--- src/hw/rtl/padcfn_pkg.sv ---
// Shared types and constants of the pedal ADC filter and normalizer.
// Used by the top level and by its port checker; depends on nothing.
package padcfn_pkg;

  localparam int unsigned SampleW  = 12;
  localparam int unsigned FiltW    = 20;
  localparam int unsigned PosW     = 13;
  localparam int unsigned CfgIdxW  = 3;
  localparam int unsigned CfgDataW = 12;
  localparam int unsigned AlphaW   = 14;
  localparam int unsigned ProdW    = FiltW + AlphaW;
  localparam int unsigned NumW     = FiltW + 4;
  localparam int unsigned TrialW   = NumW + 2;
  localparam int unsigned CntW     = 4;

  // Filter gain of about 0.15 in Q0.16.
  localparam logic [AlphaW-1:0]   Alpha    = 14'd9830;
  localparam logic [PosW-1:0]     QOne     = 13'd4096;
  localparam logic [FiltW-1:0]    FiltMax  = 20'hFFF00;
  localparam logic [ProdW-1:0]    RoundUp  = 34'd65535;
  // Quotient bits 12..0; a set trial at bit 13 means the result clamps.
  localparam logic [CntW-1:0]     DivTop   = 4'd13;

  localparam logic [SampleW-1:0]  CalLowRst  = 12'd300;
  localparam logic [SampleW-1:0]  CalHighRst = 12'd3800;

  typedef enum logic [CfgIdxW-1:0] {
    CFG_BRAKE_LOW  = 3'd0,
    CFG_BRAKE_HIGH = 3'd1,
    CFG_BRAKE_INV  = 3'd2,
    CFG_ACCEL_LOW  = 3'd3,
    CFG_ACCEL_HIGH = 3'd4,
    CFG_ACCEL_INV  = 3'd5
  } cfg_idx_t;

  typedef enum logic [6:0] {
    ST_IDLE = 7'b0000001,
    ST_DIFF = 7'b0000010,
    ST_MUL  = 7'b0000100,
    ST_UPD  = 7'b0001000,
    ST_NORM = 7'b0010000,
    ST_DIV  = 7'b0100000,
    ST_DONE = 7'b1000000
  } state_t;

endpackage

--- src/hw/rtl/pedal_adc_filter_normalizer_top.sv ---
// Top level of the two-channel pedal ADC filter and normalizer.
// Depends on padcfn_pkg for widths, constants and the sequencer states.
//
// The input channel (in_valid/in_ready) carries one ADC sample and its pedal
// (0 brake, 1 accelerator). Each transfer updates that pedal's Q12.8
// exponential average and yields one result on the output channel: the pedal,
// the raw sample, the filtered value and the Q12 position (4096 is fully pressed).
// The configuration channel is always ready and writes the calibration ends and
// invert bits by register index; it should be used only while the block is
// idle. Unknown indexes are dropped.
// A sample runs through difference, multiply, update, normalize setup and 14
// steps of one shared restoring subtractor. When the filtered value is at or
// below the low end the divide is skipped; a saturating quotient ends it after
// its first step. in_ready is high only while the sequencer idles. A stalled
// result waits in the output register; the next sample is still taken and then
// holds in its last step. Reset clears both filter values and restores low 300,
// high 3800, no invert.
module pedal_adc_filter_normalizer_top (
  input  logic                               clk,
  input  logic                               rst_n,
  input  logic                               in_valid,
  output logic                               in_ready,
  input  logic                               in_channel,
  input  logic [padcfn_pkg::SampleW-1:0]     in_sample,
  output logic                               out_valid,
  input  logic                               out_ready,
  output logic                               out_channel,
  output logic [padcfn_pkg::SampleW-1:0]     out_raw_echo,
  output logic [padcfn_pkg::FiltW-1:0]       out_smoothed,
  output logic [padcfn_pkg::PosW-1:0]        out_position,
  input  logic                               cfg_valid,
  output logic                               cfg_ready,
  input  logic [padcfn_pkg::CfgIdxW-1:0]     cfg_index,
  input  logic [padcfn_pkg::CfgDataW-1:0]    cfg_data
);

  padcfn_pkg::state_t state_r, state_nxt;

  logic [padcfn_pkg::SampleW-1:0] cal_lo_r [2];
  logic [padcfn_pkg::SampleW-1:0] cal_hi_r [2];
  logic                           inv_r    [2];
  logic [padcfn_pkg::FiltW-1:0]   filt_r   [2];
  logic [padcfn_pkg::FiltW-1:0]   filt_nxt [2];

  logic                           ch_r, ch_nxt;
  logic [padcfn_pkg::SampleW-1:0] smp_r, smp_nxt;
  logic [padcfn_pkg::FiltW-1:0]   fv_r, fv_nxt;
  logic [padcfn_pkg::FiltW-1:0]   mag_r, mag_nxt;
  logic                           neg_r, neg_nxt;
  logic [padcfn_pkg::ProdW-1:0]   prod_r, prod_nxt;
  logic [padcfn_pkg::NumW-1:0]    rem_r, rem_nxt;
  logic [padcfn_pkg::SampleW-1:0] span_r, span_nxt;
  logic [padcfn_pkg::PosW-1:0]    quo_r, quo_nxt;
  logic [padcfn_pkg::CntW-1:0]    cnt_r, cnt_nxt;

  logic                           out_valid_r, out_valid_nxt;
  logic                           out_ch_r, out_ch_nxt;
  logic [padcfn_pkg::SampleW-1:0] out_raw_r, out_raw_nxt;
  logic [padcfn_pkg::FiltW-1:0]   out_sm_r, out_sm_nxt;
  logic [padcfn_pkg::PosW-1:0]    out_pos_r, out_pos_nxt;

  logic [padcfn_pkg::FiltW-1:0]   target;
  logic [17:0]                    step;
  logic [padcfn_pkg::ProdW-1:0]   prod_rnd;
  logic [padcfn_pkg::SampleW-1:0] lo, hi, diff;
  logic [padcfn_pkg::FiltW-1:0]   base;
  logic [padcfn_pkg::TrialW-1:0]  trial;
  logic [padcfn_pkg::PosW-1:0]    clamped;

  assign in_ready  = (state_r == padcfn_pkg::ST_IDLE);
  assign cfg_ready = 1'b1;

  assign out_valid    = out_valid_r;
  assign out_channel  = out_ch_r;
  assign out_raw_echo = out_raw_r;
  assign out_smoothed = out_sm_r;
  assign out_position = out_pos_r;

  // Datapath terms, each used in one sequencer step.
  assign target   = {smp_r, 8'd0};
  assign prod_rnd = prod_r + padcfn_pkg::RoundUp;
  assign step     = neg_r ? prod_rnd[padcfn_pkg::ProdW-1:16] : prod_r[padcfn_pkg::ProdW-1:16];
  assign lo       = (cal_lo_r[ch_r] < cal_hi_r[ch_r]) ? cal_lo_r[ch_r] : cal_hi_r[ch_r];
  assign hi       = (cal_lo_r[ch_r] < cal_hi_r[ch_r]) ? cal_hi_r[ch_r] : cal_lo_r[ch_r];
  assign diff     = hi - lo;
  assign base     = {lo, 8'd0};
  // The shared subtractor: remainder minus the span aligned to the current bit.
  assign trial    = {2'b00, rem_r}
                  - (padcfn_pkg::TrialW'(span_r) << cnt_r);
  assign clamped  = (quo_r > padcfn_pkg::QOne) ? padcfn_pkg::QOne : quo_r;

  always_comb begin
    state_nxt     = state_r;
    ch_nxt        = ch_r;
    smp_nxt       = smp_r;
    fv_nxt        = fv_r;
    mag_nxt       = mag_r;
    neg_nxt       = neg_r;
    prod_nxt      = prod_r;
    rem_nxt       = rem_r;
    span_nxt      = span_r;
    quo_nxt       = quo_r;
    cnt_nxt       = cnt_r;
    filt_nxt      = filt_r;
    out_valid_nxt = out_valid_r && !out_ready;
    out_ch_nxt    = out_ch_r;
    out_raw_nxt   = out_raw_r;
    out_sm_nxt    = out_sm_r;
    out_pos_nxt   = out_pos_r;

    unique case (state_r)
      padcfn_pkg::ST_IDLE: begin
        if (in_valid) begin
          ch_nxt    = in_channel;
          smp_nxt   = in_sample;
          fv_nxt    = filt_r[in_channel];
          state_nxt = padcfn_pkg::ST_DIFF;
        end
      end
      padcfn_pkg::ST_DIFF: begin
        // Work on the magnitude so that the downward step rounds toward minus infinity.
        if (target >= fv_r) begin
          mag_nxt = target - fv_r;
          neg_nxt = 1'b0;
        end else begin
          mag_nxt = fv_r - target;
          neg_nxt = 1'b1;
        end
        state_nxt = padcfn_pkg::ST_MUL;
      end
      padcfn_pkg::ST_MUL: begin
        prod_nxt  = padcfn_pkg::ProdW'(mag_r) * padcfn_pkg::ProdW'(padcfn_pkg::Alpha);
        state_nxt = padcfn_pkg::ST_UPD;
      end
      padcfn_pkg::ST_UPD: begin
        fv_nxt = neg_r ? (fv_r - padcfn_pkg::FiltW'(step))
                       : (fv_r + padcfn_pkg::FiltW'(step));
        filt_nxt[ch_r] = fv_nxt;
        state_nxt      = padcfn_pkg::ST_NORM;
      end
      padcfn_pkg::ST_NORM: begin
        span_nxt = (diff == '0) ? padcfn_pkg::SampleW'(1) : diff;
        quo_nxt  = '0;
        if (fv_r <= base) begin
          state_nxt = padcfn_pkg::ST_DONE;
        end else begin
          rem_nxt   = {fv_r - base, 4'd0};
          cnt_nxt   = padcfn_pkg::DivTop;
          state_nxt = padcfn_pkg::ST_DIV;
        end
      end
      padcfn_pkg::ST_DIV: begin
        if (!trial[padcfn_pkg::TrialW-1]) begin
          if (cnt_r == padcfn_pkg::DivTop) begin
            // Quotient of 8192 or more: the position saturates.
            quo_nxt   = padcfn_pkg::QOne;
            state_nxt = padcfn_pkg::ST_DONE;
          end else begin
            rem_nxt = trial[padcfn_pkg::NumW-1:0];
            quo_nxt[cnt_r] = 1'b1;
          end
        end
        if (cnt_r == '0) begin
          state_nxt = padcfn_pkg::ST_DONE;
        end
        cnt_nxt = cnt_r - 1'b1;
      end
      padcfn_pkg::ST_DONE: begin
        if (!out_valid_r || out_ready) begin
          out_valid_nxt = 1'b1;
          out_ch_nxt    = ch_r;
          out_raw_nxt   = smp_r;
          out_sm_nxt    = fv_r;
          out_pos_nxt   = inv_r[ch_r] ? (padcfn_pkg::QOne - clamped) : clamped;
          state_nxt     = padcfn_pkg::ST_IDLE;
        end
      end
      default: begin
        state_nxt = padcfn_pkg::ST_IDLE;
      end
    endcase
  end

  always_ff @(posedge clk) begin
    if (!rst_n) begin
      state_r     <= padcfn_pkg::ST_IDLE;
      out_valid_r <= 1'b0;
      filt_r[0]   <= '0;
      filt_r[1]   <= '0;
      cal_lo_r[0] <= padcfn_pkg::CalLowRst;
      cal_lo_r[1] <= padcfn_pkg::CalLowRst;
      cal_hi_r[0] <= padcfn_pkg::CalHighRst;
      cal_hi_r[1] <= padcfn_pkg::CalHighRst;
      inv_r[0]    <= 1'b0;
      inv_r[1]    <= 1'b0;
    end else begin
      state_r     <= state_nxt;
      out_valid_r <= out_valid_nxt;
      filt_r      <= filt_nxt;
      if (cfg_valid) begin
        unique case (padcfn_pkg::cfg_idx_t'(cfg_index))
          padcfn_pkg::CFG_BRAKE_LOW:  cal_lo_r[0] <= cfg_data;
          padcfn_pkg::CFG_BRAKE_HIGH: cal_hi_r[0] <= cfg_data;
          padcfn_pkg::CFG_BRAKE_INV:  inv_r[0]    <= cfg_data[0];
          padcfn_pkg::CFG_ACCEL_LOW:  cal_lo_r[1] <= cfg_data;
          padcfn_pkg::CFG_ACCEL_HIGH: cal_hi_r[1] <= cfg_data;
          padcfn_pkg::CFG_ACCEL_INV:  inv_r[1]    <= cfg_data[0];
          default: begin
          end
        endcase
      end
    end
  end

  always_ff @(posedge clk) begin
    ch_r      <= ch_nxt;
    smp_r     <= smp_nxt;
    fv_r      <= fv_nxt;
    mag_r     <= mag_nxt;
    neg_r     <= neg_nxt;
    prod_r    <= prod_nxt;
    rem_r     <= rem_nxt;
    span_r    <= span_nxt;
    quo_r     <= quo_nxt;
    cnt_r     <= cnt_nxt;
    out_ch_r  <= out_ch_nxt;
    out_raw_r <= out_raw_nxt;
    out_sm_r  <= out_sm_nxt;
    out_pos_r <= out_pos_nxt;
  end

endmodule

--- config.mk ---
export PLATFORM = sky130hd
export DESIGN_NAME = pedal_adc_filter_normalizer_top
export DESIGN_NICKNAME = d
export VERILOG_FILES = /design/src/hw/rtl/padcfn_pkg.sv /design/src/hw/rtl/pedal_adc_filter_normalizer_top.sv
export SDC_FILE = /design/constraint.sdc
export NUM_CORES = 1
export LEC_CHECK = 0
export ABC_AREA = 1
export BUFFER_PORTS_ARGS = -buffer_cell sky130_fd_sc_hd__clkbuf_2
export CAP_MARGIN = 20
export CORE_ASPECT_RATIO = 1.2
export CORE_MARGIN = 10
export CORE_UTILIZATION = 55
export DETAILED_ROUTE_END_ITERATION = 10
export PLACE_DENSITY = 0.82
export SYNTH_ARGS = -nofsm -noshare
export SYNTH_HDL_FRONTEND = slang
export SYNTH_SLANG_ARGS = --single-unit
--- constraint.sdc ---
create_clock -name clk -period 8 [get_ports clk]
set_input_delay 1.6 -clock clk [delete_from_list [all_inputs] [get_ports clk]]
set_output_delay 1.6 -clock clk [all_outputs]
set_load 0.01 [all_outputs]
==> summary.txt, run 1 <==
Synthesis
  • Largest area contributor in the netlist: sky130_fd_sc_hd__edfxtp_1
  • Most repeated cell in the gate-level netlist after synthesis: sky130_fd_sc_hd__nand2_1
  • Main combinational cell family by area after synthesis: adder cells
  • Post-Syn Nets: about 2,900
  • Top post-synthesis cells by count: sky130_fd_sc_hd__nand2_1 (537), sky130_fd_sc_hd__inv_1 (473), sky130_fd_sc_hd__edfxtp_1 (236)
  • Combined area of all synthesized cells: 21,700 um^2
  • Simple-gate share of the synthesized area: 18.0%
  • Flip-flop cell with the highest count after synthesis: sky130_fd_sc_hd__edfxtp_1
  • Mux share of post-synthesis cell area: less than 1%
  • YS warnings: 0
  • Register area share after synthesis: between 30% and 40%
  • Synthesis-stage register bit count: between 200 and 300
  • Portion of synthesized cell area occupied by the leading cell type: ~33%
  • Ys async rst share: 0%
  • Area share of fa/ha/maj cells after synthesis: 18.8%
  • Main area contributors after synthesis: sky130_fd_sc_hd__edfxtp_1 (33%), sky130_fd_sc_hd__ha_1 (11%), sky130_fd_sc_hd__nand2_1 (9.3%), sky130_fd_sc_hd__inv_1 (8.2%), sky130_fd_sc_hd__fa_1 (7.7%)
  • Xor-xnor portion of the synthesized cell area: 4.11%
  • Fraction of the mapped netlist area in compound gates: 12.0%
  • Count of cell types in the netlist: 56
  • Number of enable-type register cells in the synthesized netlist: 236
  • Syn Area/Cell: 8.36 um^2
  • Synthesized instance count: 2,599

Layout
  • Fraction of layout cells with a size suffix above 1: 7.24%
  • Antenna diode count: 0
  • Layout filler cell count: 3,409
  • Utilization after layout: 61.0%
  • Synth-to-Final Area Change: 9.31%
  • Number of nets in the layout: around 3,000

Pwr
  • Peak supply drop: 0.609 mV
  • Power Density: 476 nW/um^2
  • Leakage power of the design: 0.0112 uW

Global route
  • Largest net degree at the start of global routing: 48
  • Initial antenna violation count: 0
  • First-pass GRT wire length: 89.7 mm
  • Total Routing Usage GR: 22.9%
  • Number of global-route vias before repair: ~18,000
  • Total gr overflow: 0

Drt
  • Drt drc: 0
  • Number of nets with antenna violations after detailed routing: 0
  • Pre-Repair DR Iteration Count: 6
  • First-iteration detailed-routing DRC count: 1,440
  • Average detailed-routed wire length per instance: 17.4 um
  • Final Routed Wirelength: approximately 56 mm
  • Vias: 17,948
  • Detail-routed via count per cell: 5.57

Worst setup path
  • Slowest-stage cell, CP: sky130_fd_sc_hd__fa_1
  • Category of the worst setup path capture point: flop
  • FF-to-FF End: prod_r[26]$_DFFE_PP_
  • Most Frequent Cell on Critical Path: sky130_fd_sc_hd__inv_1
  • Critical path arrival: around 5.5 ns
  • Cell-by-cell trace of the critical path: ha_1 -> inv_1 -> fa_1 -> inv_1 -> fa_1 -> inv_1 -> fa_1 -> inv_1 -> fa_1 -> ha_1 -> a21oi_1 -> o21ai_0 -> a21oi_1 -> inv_1 -> a31oi_1 -> o21ai_1 -> a21oi_1 -> xor2_1
  • Number of buffers and inverters on the critical path: 5
  • Peak per-stage delay on the critical path: 0.55 ns
  • Depth of the most critical reg-to-reg path: 18
  • CP Launch Type: flop
  • Worst reg2reg startpoint: mag_r[10]$_DFFE_PP_
  • Kind of cell adding the most delay to the critical path: adder cells
  • Reg-to-reg setup timing slack: 2.83 ns
  • Worst Path Max Fanout: 4
  • Critical path type: reg2reg
  • Required time worst endpoint: 8.34 ns

Worst hold path
  • Capture endpoint of the worst hold path: filt_r[2]$_SDFFE_PN0P_
  • Class of the tightest hold or removal check: reg2reg
  • Hold Path Depth: 2
  • Hold path start: filt_r[2]$_SDFFE_PN0P_

Die
  • Count of standard-cell rows: 79
  • Total core area: ~39,000 um^2
  • Die Area: 47,900 um^2
  • Die Y: 238 um
  • Horizontal extent of the die: 201 um
  • Top-Level Pins: 82
  • Starting utilization of the core area: 55.8%

Clock tree
  • Hold buffers post-CTS: 0
  • TritonCTS clock tree: built
  • Number of buffers inserted to repair setup after CTS: 0
  • Clk_lat worst skew: 0.61 ns
  • Cell chosen for the clock root: sky130_fd_sc_hd__clkbuf_16
  • Post_cts resized: 0
  • Cts bufs inserted: 30
  • Deepest level of the CTS H-tree: 1
  • CTS Buffer Depth: 3
  • Clock-pin transition on the worst setup and hold timing paths: approximately 0.060 ns
  • Clock net sink count: 285

Timing
  • Unrepaired setup endpoints after global routing: no
  • Setup-violating endpoint count in the final report: 0
  • Post-route worst setup slack: between 2 and 3 ns
  • Maximum achievable frequency: 0.193 GHz
  • Relative max-transition margin: 33.2%
  • Crit path time final: 5.17 ns
  • Slew of the pin with the lowest slew margin: 0.995 ns
  • Number of pins exceeding their max-slew limit in the final report: 0
  • Total count of hold-check failures in the final report: 0
  • Setup_tns: 0 ns
  • Final clock skew: 0.0212 ns
  • Crit share post-route: between 60% and 70%

Placed design
  • Final GP Congestion: 0.954
  • Post-place setup slack: 2.86 ns
  • PortBufs: 80
  • Detailed placer's ending HPWL: 44.0 mm

Run
  • Number of maximum-capacitance violations: 0

Outcome
  • Result of the run: finished, final reports clean
area by class of cell:
type                            count  area [um^2]  area share (%)
Timing Repair Buffer               90          483            2.03
Sequential cell                   285         8070            34.0
Clock buffer                       34          766            3.22
Inverter                          481         1810            7.60
Multi-Input combinational cell   1783        11700            49.1
Clock inverter                     21          307            1.29
Tap cell                          526          658            2.77
metal layers:
metal / part of all wire (%) / up-vias / GRT usage (%)
li1: - / 8712 / -
met1: 42 / 8491 / 29.3
met2: 47 / 618 / 38.3
met3: 6.9 / 127 / 3.29
met4: 4.1 / 0 / 9.35
met5: 0 / - / 0
worst max path at each step:
stage                                    from                      to  slack [ns]  cells after the start
after floorplan           mag_r[10]$_DFFE_PP_    prod_r[29]$_DFFE_PP_        3.34                     19
after global placement    mag_r[10]$_DFFE_PP_    prod_r[29]$_DFFE_PP_        2.99                     19
after detailed placement  mag_r[10]$_DFFE_PP_    prod_r[28]$_DFFE_PP_        2.86                     19
after CTS                 mag_r[10]$_DFFE_PP_    prod_r[28]$_DFFE_PP_        2.84                     19
after global routing                     flop  rem_r[2]$_SDFFCE_PN0P_        2.29                     26
final                     mag_r[10]$_DFFE_PP_    prod_r[26]$_DFFE_PP_        2.83                     18
worst reg2reg max path: cells and delay by family, from the launching register on:
family	cells	cell delay [ns]
adder cells (fa/ha/maj)	6	2.75
AO/OA/AOI/OAI	6	1.32
flip-flops	1	0.43
buffers and inverters	5	0.35
XOR/XNOR	1	0.09
power breakdown:
part	internal (uW)	switching, uW
clock network	890	621
registers	2180	175
logic	2630	4810
total	5710	5600
stage by stage:
stage	cells	cell area (um^2)	power [uW]	hold slack, ns
floorplan	2599	21700	7830	0.433
global placement	3164	22700	9620	0.450
detailed placement	3164	22700	9710	0.455
CTS	3219	23700	11300	0.477
global route	3220	23700	12400	0.496
finish	3220	23700	11300	0.485
cell usage in the layout (no fill, tap or decap), types with 10 or more instances in the layout:
master	count
sky130_fd_sc_hd__xnor2_1	34
sky130_fd_sc_hd__clkbuf_2	80
sky130_fd_sc_hd__edfxtp_1	236
sky130_fd_sc_hd__ha_1	192
sky130_fd_sc_hd__nand4_1	38
sky130_fd_sc_hd__a21oi_1	155
sky130_fd_sc_hd__o21ai_1	10
sky130_fd_sc_hd__nor2_1	189
sky130_fd_sc_hd__dfxtp_1	49
sky130_fd_sc_hd__nand2_1	537
sky130_fd_sc_hd__o211ai_1	30
sky130_fd_sc_hd__nor3_1	24
sky130_fd_sc_hd__xor2_1	68
sky130_fd_sc_hd__or2_2	10
sky130_fd_sc_hd__fa_1	84
sky130_fd_sc_hd__o21bai_1	15
sky130_fd_sc_hd__clkbuf_16	30
sky130_fd_sc_hd__a31oi_1	20
sky130_fd_sc_hd__nand2_2	11
sky130_fd_sc_hd__nand3_1	86
sky130_fd_sc_hd__o21ai_0	180
sky130_fd_sc_hd__nor4_1	11
sky130_fd_sc_hd__mux2i_1	12
sky130_fd_sc_hd__inv_1	473
registers in the layout, summed over array words and instances, names as in the netlist, named ones only:
| name | count |
|---|---|
| inv_r | 2 |
| filt_r | 40 |
| out_valid | 1 |
| state_r | 7 |
| span_r | 12 |
| quo_r | 13 |
| mag_r | 20 |
| ch_r | 1 |
| fv_r | 20 |
| cnt_r | 4 |
| out_position | 13 |
| out_raw_echo | 12 |
| cal_lo_r | 24 |
| smp_r | 12 |
| neg_r | 1 |
| out_smoothed | 20 |
| prod_r | 33 |
| cal_hi_r | 24 |
| rem_r | 24 |
| out_channel | 1 |
kinds of logic after synthesis:
family | after synthesis
AND/OR/NAND/NOR | 929
buffers and inverters | 531
AO/OA/AOI/OAI | 461
flip-flops | 285
adder cells (fa/ha/maj) | 276
XOR/XNOR | 102
multiplexers | 14
other | 1
Note: power is estimated with default switching activity, not from simulation.
==> run 2, diff against run 1 <==
--- a/config.mk
+++ b/config.mk
@@ -12,7 +12,7 @@
 export CORE_MARGIN = 10
 export CORE_UTILIZATION = 55
 export DETAILED_ROUTE_END_ITERATION = 10
-export PLACE_DENSITY = 0.82
+export PLACE_DENSITY = 0.85
 export SYNTH_ARGS = -nofsm -noshare
 export SYNTH_HDL_FRONTEND = slang
 export SYNTH_SLANG_ARGS = --single-unit
==> constraint.sdc (replaced) <==
create_clock -name clk -period 4.3 [get_ports clk]
set_input_delay 0.86 -clock clk [delete_from_list [all_inputs] [get_ports clk]]
set_output_delay 0.86 -clock clk [all_outputs]
set_load 0.01 [all_outputs]
==> run 2 against run 1 <==
Net effect:
- the run now ends with setup timing left
- critical path depth up 2
- cell area is 10% higher
- non-clock buffer count grew 184
- critical endpoint is now prod_r[29]$_DFFE_PP_
- highest routed layer unchanged
==> summary.txt, run 2 (synthesis results as in run 1) <==
Timing
  • Relative max-transition margin: 28.2% (was 33.2%)
  • Maximum achievable frequency: 0.220 GHz (was 0.193 GHz)
  • Setup-violating endpoint count in the final report: 39 (was 0)
  • Unrepaired setup endpoints after global routing: yes (was no)
  • Number of pins exceeding their max-slew limit in the final report: 0 (unchanged)
  • Total count of hold-check failures in the final report: 0 (unchanged)
  • Post-route worst setup slack: -0.239 ns (was 2.83 ns)
  • Crit share post-route: 106% (was 64.6%)
  • Crit path time final: 4.54 ns (was 5.17 ns)
  • Final clock skew: 0.0211 ns (was 0.0212 ns)
  • Setup_tns: -2.90 ns (was 0 ns)
  • Slew of the pin with the lowest slew margin: 1.07 ns (was 0.995 ns)

Worst setup path
  • Critical path arrival: 4.89 ns (was 5.51 ns)
  • Reg-to-reg setup timing slack: -0.24 ns (was 2.83 ns)
  • CP Launch Type: flop (unchanged)
  • FF-to-FF End: prod_r[29]$_DFFE_PP_ (was prod_r[26]$_DFFE_PP_)
  • Critical path type: reg2reg (unchanged)
  • Worst reg2reg startpoint: mag_r[10]$_DFFE_PP_ (unchanged)
  • Category of the worst setup path capture point: flop (unchanged)
  • Worst Path Max Fanout: 3 (was 4)
  • Depth of the most critical reg-to-reg path: 20 (was 18)
  • Required time worst endpoint: 4.65 ns (was 8.34 ns)

Die
  • Horizontal extent of the die: 201 um (unchanged)
  • Die Area: 47,900 um^2 (unchanged)
  • Top-Level Pins: 82 (unchanged)
  • Count of standard-cell rows: 79 (unchanged)
  • Total core area: 38,900 um^2 (unchanged)
  • Die Y: 238 um (unchanged)
  • Starting utilization of the core area: 55.8% (unchanged)

Worst hold path
  • Hold path start: in_sample[2] (was filt_r[2]$_SDFFE_PN0P_)
  • Hold Path Depth: 1 (was 2)
  • Class of the tightest hold or removal check: in2reg (was reg2reg)
  • Capture endpoint of the worst hold path: smp_r[2]$_DFFE_PP_ (was filt_r[2]$_SDFFE_PN0P_)

Outcome
  • Violated checks: setup timing
  • Result of the run: complete, but fails checks (was finished, final reports clean)

Clock tree
  • Clock net sink count: 285 (unchanged)
  • Cell chosen for the clock root: sky130_fd_sc_hd__clkbuf_16 (unchanged)
  • Cts bufs inserted: 30 (unchanged)
  • CTS Buffer Depth: 3 (unchanged)
  • TritonCTS clock tree: built (unchanged)
  • Clock-pin transition on the worst setup and hold timing paths: 0.08 ns (was 0.06 ns)
  • Hold buffers post-CTS: 0 (unchanged)
  • Clk_lat worst skew: 0.62 ns (was 0.61 ns)
  • Deepest level of the CTS H-tree: 1 (unchanged)

Layout
  • Most flops, register: filt_r (unchanged)
  • Leading cell types in the layout, fill and taps excluded: sky130_fd_sc_hd__nand2_1 (523), sky130_fd_sc_hd__inv_1 (452), sky130_fd_sc_hd__edfxtp_1 (236) (was sky130_fd_sc_hd__nand2_1 (537), sky130_fd_sc_hd__inv_1 (473), sky130_fd_sc_hd__edfxtp_1 (236))
  • Synth-to-Final Area Change: 20.8% (was 9.31%)
  • Registers with the most flip-flops: filt_r (40), prod_r (33) (unchanged)
  • Flip-flop count of the largest register after layout: 40 (unchanged)
  • Most common cell after layout, fill and taps aside: sky130_fd_sc_hd__nand2_1 (unchanged)
  • Number of nets in the layout: 3,164 (was 2,980)
  • Layout filler cell count: 3,029 (was 3,409)
  • Fraction of layout cells with a size suffix above 1: 18.6% (was 7.24%)
  • Antenna diode count: 0 (unchanged)

Global route
  • Number of global-route vias before repair: 18,880 (was 17,570)
  • Initial antenna violation count: 1 (was 0)
  • Global-route track usage on met1: 30.6% (was 29.3%)
  • First-pass GRT wire length: 97.5 mm (was 89.7 mm)
  • Global-route met3 utilization: 3.05% (was 3.29%)
  • Largest net degree at the start of global routing: 47 (was 48)
  • Met2 Resource Use GR: 43.5% (was 38.3%)
  • Total gr overflow: 0 (unchanged)
  • Layer with the highest usage after global routing: met2 (unchanged)
  • Total Routing Usage GR: 24.8% (was 22.9%)

Drt
  • Pre-Repair DR Iteration Count: 6 (unchanged)
  • Average detailed-routed wire length per instance: 18.8 um (was 17.4 um)
  • First-iteration detailed-routing DRC count: 1,808 (was 1,440)
  • Vias: 19,101 (was 17,948)
  • Detail-routed via count per cell: 5.61 (was 5.57)
  • Drt drc: 0 (unchanged)
  • Number of nets with antenna violations after detailed routing: 0 (unchanged)
  • Final Routed Wirelength: 63.9 mm (was 56.1 mm)

Placed design
  • Detailed placer's ending HPWL: 47.0 mm (was 44.0 mm)
  • PortBufs: 80 (unchanged)
  • Final GP Congestion: 0.995 (was 0.954)

Run
  • Number of maximum-capacitance violations: 0 (unchanged)
==> run 2: changes by cell type in the layout (fill, tap and decap cells not counted), moves of 28 or more <==
cell                      before  now
sky130_fd_sc_hd__a21oi_1     155  127
sky130_fd_sc_hd__buf_4         9  177
sky130_fd_sc_hd__o21ai_0     180  142
sky130_fd_sc_hd__ha_1        192  154
sky130_fd_sc_hd__ha_4          0   35
==> run 2: per-layer routing <==
metal	routed length, um	vias up
met5	0	-
met4	2720	0
met3	4300	190
met2	31300	785
met1	25500	9022
li1	-	9104
==> run 2: worst max-delay path: stages (launching register included) <==
cell                       delay [ns]
sky130_fd_sc_hd__edfxtp_1        0.44
sky130_fd_sc_hd__buf_6           0.15
sky130_fd_sc_hd__ha_4            0.25
sky130_fd_sc_hd__inv_2           0.03
sky130_fd_sc_hd__fa_1            0.51
sky130_fd_sc_hd__inv_2           0.04
sky130_fd_sc_hd__fa_1            0.51
sky130_fd_sc_hd__inv_2           0.04
sky130_fd_sc_hd__fa_1            0.49
sky130_fd_sc_hd__inv_1           0.06
sky130_fd_sc_hd__fa_1            0.52
sky130_fd_sc_hd__ha_4            0.23
sky130_fd_sc_hd__a21oi_4         0.15
sky130_fd_sc_hd__o21ai_2         0.07
sky130_fd_sc_hd__a21oi_2         0.14
sky130_fd_sc_hd__inv_2           0.06
sky130_fd_sc_hd__a31oi_4         0.19
sky130_fd_sc_hd__o21bai_2        0.11
sky130_fd_sc_hd__nand2_1         0.07
sky130_fd_sc_hd__nand2_1         0.05
sky130_fd_sc_hd__xor2_1          0.14
==> run 2: what timing repair did <==
item	in CTS	in global routing
gates cloned	1	1
resized for setup	78	120
setup endpoints to repair	48	97
pin swaps	39	37
buffers inserted	15	28
==> run 2: area by class of cell <==
class | count | area (um^2) | share of cell area, %
clock buffer | 35 | 843 | 3.21
tap | 526 | 658 | 2.51
multi-input combinational | 1783 | 12700 | 48.3
sequential | 285 | 8070 | 30.8
timing repair buffer | 274 | 1980 | 7.53
clock inverter | 21 | 203 | 0.773
inverter | 481 | 1810 | 6.91
==> run 2: worst max path at each step <==
stage / startpoint / endpoint / slack [ns] / cells past startpoint
2_1_floorplan: mag_r[11]$_DFFE_PP_ / prod_r[29]$_DFFE_PP_ / -0.12 / 19
3_3_place_gp: mag_r[11]$_DFFE_PP_ / prod_r[29]$_DFFE_PP_ / -0.22 / 19
3_5_place_dp: mag_r[9]$_DFFE_PP_ / prod_r[28]$_DFFE_PP_ / -0.29 / 19
4_1_cts: mag_r[10]$_DFFE_PP_ / prod_r[28]$_DFFE_PP_ / -0.22 / 19
5_1_grt: mag_r[10]$_DFFE_PP_ / prod_r[29]$_DFFE_PP_ / -0.39 / 20
6_report: mag_r[10]$_DFFE_PP_ / prod_r[29]$_DFFE_PP_ / -0.24 / 20
==> run 2: stage by stage <==
stage	utilization, %	instance area [um^2]	std cells	setup slack, ns	hold slack [ns]
floorplan	-	22000	2599	-0.117	0.433
global placement	61.7	24000	3307	-0.215	0.448
detailed placement	61.7	24000	3307	-0.294	0.455
CTS	65.5	25500	3379	-0.221	0.403
finish	67.4	26200	3405	-0.239	0.424
global route	67.4	26200	3405	-0.388	0.411
Power of run 2 is not shown: default switching activity piles up to over one toggle a cycle in this logic, so the estimate is an artifact.
==> run 3, diff against run 2 <==
--- a/config.mk
+++ b/config.mk
@@ -7,7 +7,7 @@
 export LEC_CHECK = 0
 export ABC_AREA = 1
 export BUFFER_PORTS_ARGS = -buffer_cell sky130_fd_sc_hd__clkbuf_2
-export CAP_MARGIN = 20
+export CAP_MARGIN = 5
 export CORE_ASPECT_RATIO = 1.2
 export CORE_MARGIN = 10
 export CORE_UTILIZATION = 55
==> constraint.sdc (replaced) <==
create_clock -name clk -period 4 [get_ports clk]
set_input_delay 0.8 -clock clk [delete_from_list [all_inputs] [get_ports clk]]
set_output_delay 0.8 -clock clk [all_outputs]
set_load 0.01 [all_outputs]
==> run 3 against run 2 <==
Net effect:
- the run still ends with setup timing left
- core utilization rose by 5.2 points
- flip-flop and latch count did not move
- critical path depth fell by 2
- register-to-register slack got worse by 0.37 ns
- via count up 9.0%
- first-iteration DRC count increased by 26%
- largest cell class unchanged
==> summary.txt, run 3 (synthesis results as in run 1) <==
Outcome
  • Result of the run: complete, but fails checks (unchanged)
  • Violated checks: setup timing (unchanged)

Timing
  • Relative max-transition margin: 23.5% (was 28.2%)
  • Final clock skew: 0.0197 ns (was 0.0211 ns)
  • Total count of hold-check failures in the final report: 0 (unchanged)
  • Maximum achievable frequency: 0.217 GHz (was 0.220 GHz)
  • Unrepaired setup endpoints after global routing: yes (unchanged)
  • Crit share post-route: 115% (was 106%)
  • Setup_tns: -16.33 ns (was -2.90 ns)
  • Setup-violating endpoint count in the final report: 53 (was 39)
  • Number of pins exceeding their max-slew limit in the final report: 0 (unchanged)
  • Crit path time final: 4.61 ns (was 4.54 ns)
  • Post-route worst setup slack: -0.613 ns (was -0.239 ns)
  • Slew of the pin with the lowest slew margin: 1.15 ns (was 1.07 ns)

Layout
  • Flip-flop count of the largest register after layout: 40 (unchanged)
  • Fraction of layout cells with a size suffix above 1: 27.3% (was 18.6%)
  • Registers with the most flip-flops: filt_r (40), prod_r (33) (unchanged)
  • Number of nets in the layout: 3,311 (was 3,164)
  • Synth-to-Final Area Change: 30.2% (was 20.8%)
  • Layout filler cell count: 2,585 (was 3,029)
  • Sequential standard cell area: 8070 um^2 (unchanged)
  • Most flops, register: filt_r (unchanged)
  • Most common cell after layout, fill and taps aside: sky130_fd_sc_hd__nand2_1 (unchanged)
  • Leading cell types in the layout, fill and taps excluded: sky130_fd_sc_hd__nand2_1 (474), sky130_fd_sc_hd__inv_1 (432), sky130_fd_sc_hd__buf_4 (294) (was sky130_fd_sc_hd__nand2_1 (523), sky130_fd_sc_hd__inv_1 (452), sky130_fd_sc_hd__edfxtp_1 (236))
  • Area of the multi-input gates: 13,500 um^2 (was 12,700 um^2)
  • Fin area: 28,300 um^2 (was 26,200 um^2)

Drt
  • Met2 WL post-DR: 34.6 mm (was 31.3 mm)
  • Pre-Repair DR Iteration Count: 6 (unchanged)
  • Average detailed-routed wire length per instance: 20.5 um (was 18.8 um)
  • Vias: 20,815 (was 19,101)
  • Uppermost metal layer occupied by signal nets: met5 (was met4)
  • Routed length on met3: 6.02 mm (was 4.30 mm)
  • Final Routed Wirelength: 72.7 mm (was 63.9 mm)
  • First-iteration detailed-routing DRC count: 2,281 (was 1,808)
  • Detail-routed via count per cell: 5.86 (was 5.61)
  • Number of nets with antenna violations after detailed routing: 0 (unchanged)
  • Drt drc: 0 (unchanged)
  • Wire length the detailed router placed on met1: 26.9 mm (was 25.5 mm)

Placed design
  • Final GP Congestion: 0.977 (was 0.995)
  • PortBufs: 80 (unchanged)
  • Post-detailed-placement cell area: 25,000 um^2 (was 24,000 um^2)
  • Detailed placer's ending HPWL: 47.6 mm (was 47.0 mm)

Global route
  • First-pass GRT wire length: 103 mm (was 97.5 mm)
  • Total gr overflow: 0 (unchanged)
  • Initial antenna violation count: 1 (unchanged)
  • Largest net degree at the start of global routing: 47 (unchanged)
  • Total Routing Usage GR: 26.5% (was 24.8%)
  • Number of global-route vias before repair: 19,952 (was 18,880)

Worst setup path
  • Required time worst endpoint: 4.34 ns (was 4.65 ns)
  • Cell-by-cell trace of the critical path: ha_1 -> inv_1 -> fa_1 -> inv_1 -> ha_1 -> fa_1 -> fa_1 -> ha_1 -> buf_4 -> nand2_1 -> nor2_2 -> a21oi_2 -> inv_2 -> a31oi_4 -> o21bai_2 -> nand2_1 -> nand2_1 -> xor2_1 (was buf_6 -> ha_4 -> inv_2 -> fa_1 -> inv_2 -> fa_1 -> inv_2 -> fa_1 -> inv_1 -> fa_1 -> ha_4 -> a21oi_4 -> o21ai_2 -> a21oi_2 -> inv_2 -> a31oi_4 -> o21bai_2 -> nand2_1 -> nand2_1 -> xor2_1)
  • Worst Path Max Fanout: 3 (unchanged)
  • Critical path arrival: 4.95 ns (was 4.89 ns)
  • Reg-to-reg setup timing slack: -0.61 ns (was -0.24 ns)
  • Category of the worst setup path capture point: flop (unchanged)
  • Critical path type: reg2reg (unchanged)
  • Slowest-stage cell, CP: sky130_fd_sc_hd__fa_1 (unchanged)
  • CP Launch Type: flop (unchanged)
  • Peak per-stage delay on the critical path: 0.57 ns (was 0.52 ns)

Die
  • Horizontal extent of the die: 201 um (unchanged)
  • Count of standard-cell rows: 79 (unchanged)
  • Starting utilization of the core area: 55.8% (unchanged)
  • Top-Level Pins: 82 (unchanged)
  • Die Y: 238 um (unchanged)
  • Die Area: 47,900 um^2 (unchanged)
  • Total core area: 38,900 um^2 (unchanged)

Clock tree
  • Hold buffers post-CTS: 0 (unchanged)
  • TritonCTS clock tree: built (unchanged)
  • Clk_lat worst skew: 0.60 ns (was 0.62 ns)
  • Deepest level of the CTS H-tree: 1 (unchanged)
  • Cell chosen for the clock root: sky130_fd_sc_hd__clkbuf_16 (unchanged)
  • Cts bufs inserted: 29 (was 30)
  • CTS Buffer Depth: 3 (unchanged)
  • Clock-pin transition on the worst setup and hold timing paths: 0.07 ns (was 0.08 ns)
  • Clock net sink count: 285 (unchanged)

Worst hold path
  • Class of the tightest hold or removal check: in2reg (unchanged)

Run
  • Number of maximum-capacitance violations: 0 (unchanged)
run 3: final cells by class:
type | count | share of cell area, %
diodes | 1 | 0.00885
clock buffers | 42 | 2.96
clock inverters | 12 | 0.350
inverters | 481 | 6.42
multi-input cells | 1783 | 47.7
flip-flops and latches | 285 | 28.5
well taps | 526 | 2.33
repair buffers | 420 | 11.6
repair inverters | 2 | 0.0443
run 3: layer usage:
layer	GRT usage, %	vias to the layer above
met4	13.6	2
met1	32.3	9747
met3	3.01	402
met2	45.5	1270
met5	0	-
li1	-	9394
run 3: path summary, 6_finish.rpt:
check                                        startpoint                 endpoint  cells after the start
worst max register to register       mag_r[7]$_DFFE_PP_     prod_r[28]$_DFFE_PP_                     18
worst min register to register  filt_r[22]$_SDFFE_PN0P_  filt_r[22]$_SDFFE_PN0P_                      2
worst max-delay path                 mag_r[7]$_DFFE_PP_     prod_r[28]$_DFFE_PP_                     18
worst min-delay path                      in_sample[10]      smp_r[10]$_DFFE_PP_                      1
run 3: timing repair:
| item | CTS | global route |
|---|---|---|
| pin swaps | 59 | 145 |
| endpoints found under the setup margin | 57 | 103 |
| cloned | 5 | 4 |
| resized for setup | 188 | 242 |
| setup buffers | 16 | 53 |
run 3: worst max-delay path, delay by kind of cell, from the launching register on:
family                   cells  cell delay [ns]
buffers and inverters        4             0.38
AO/OA/AOI/OAI                3             0.48
AND/OR/NAND/NOR              4             0.28
flip-flops                   1             0.44
XOR/XNOR                     1             0.14
adder cells (fa/ha/maj)      6             2.66
run 3: metrics by stage:
stage          std cells  util, %  setup slack, ns  hold WS, ns
6_report            3552     72.6           -0.613        0.379
4_1_cts             3500     69.3           -0.486        0.366
3_5_place_dp        3425     64.1           -0.616        0.454
5_1_grt             3551     72.6           -0.805        0.379
3_3_place_gp        3425     64.1           -0.519        0.452
2_1_floorplan       2599        -           -0.417        0.433
Power of run 3 is left out for the same reason.
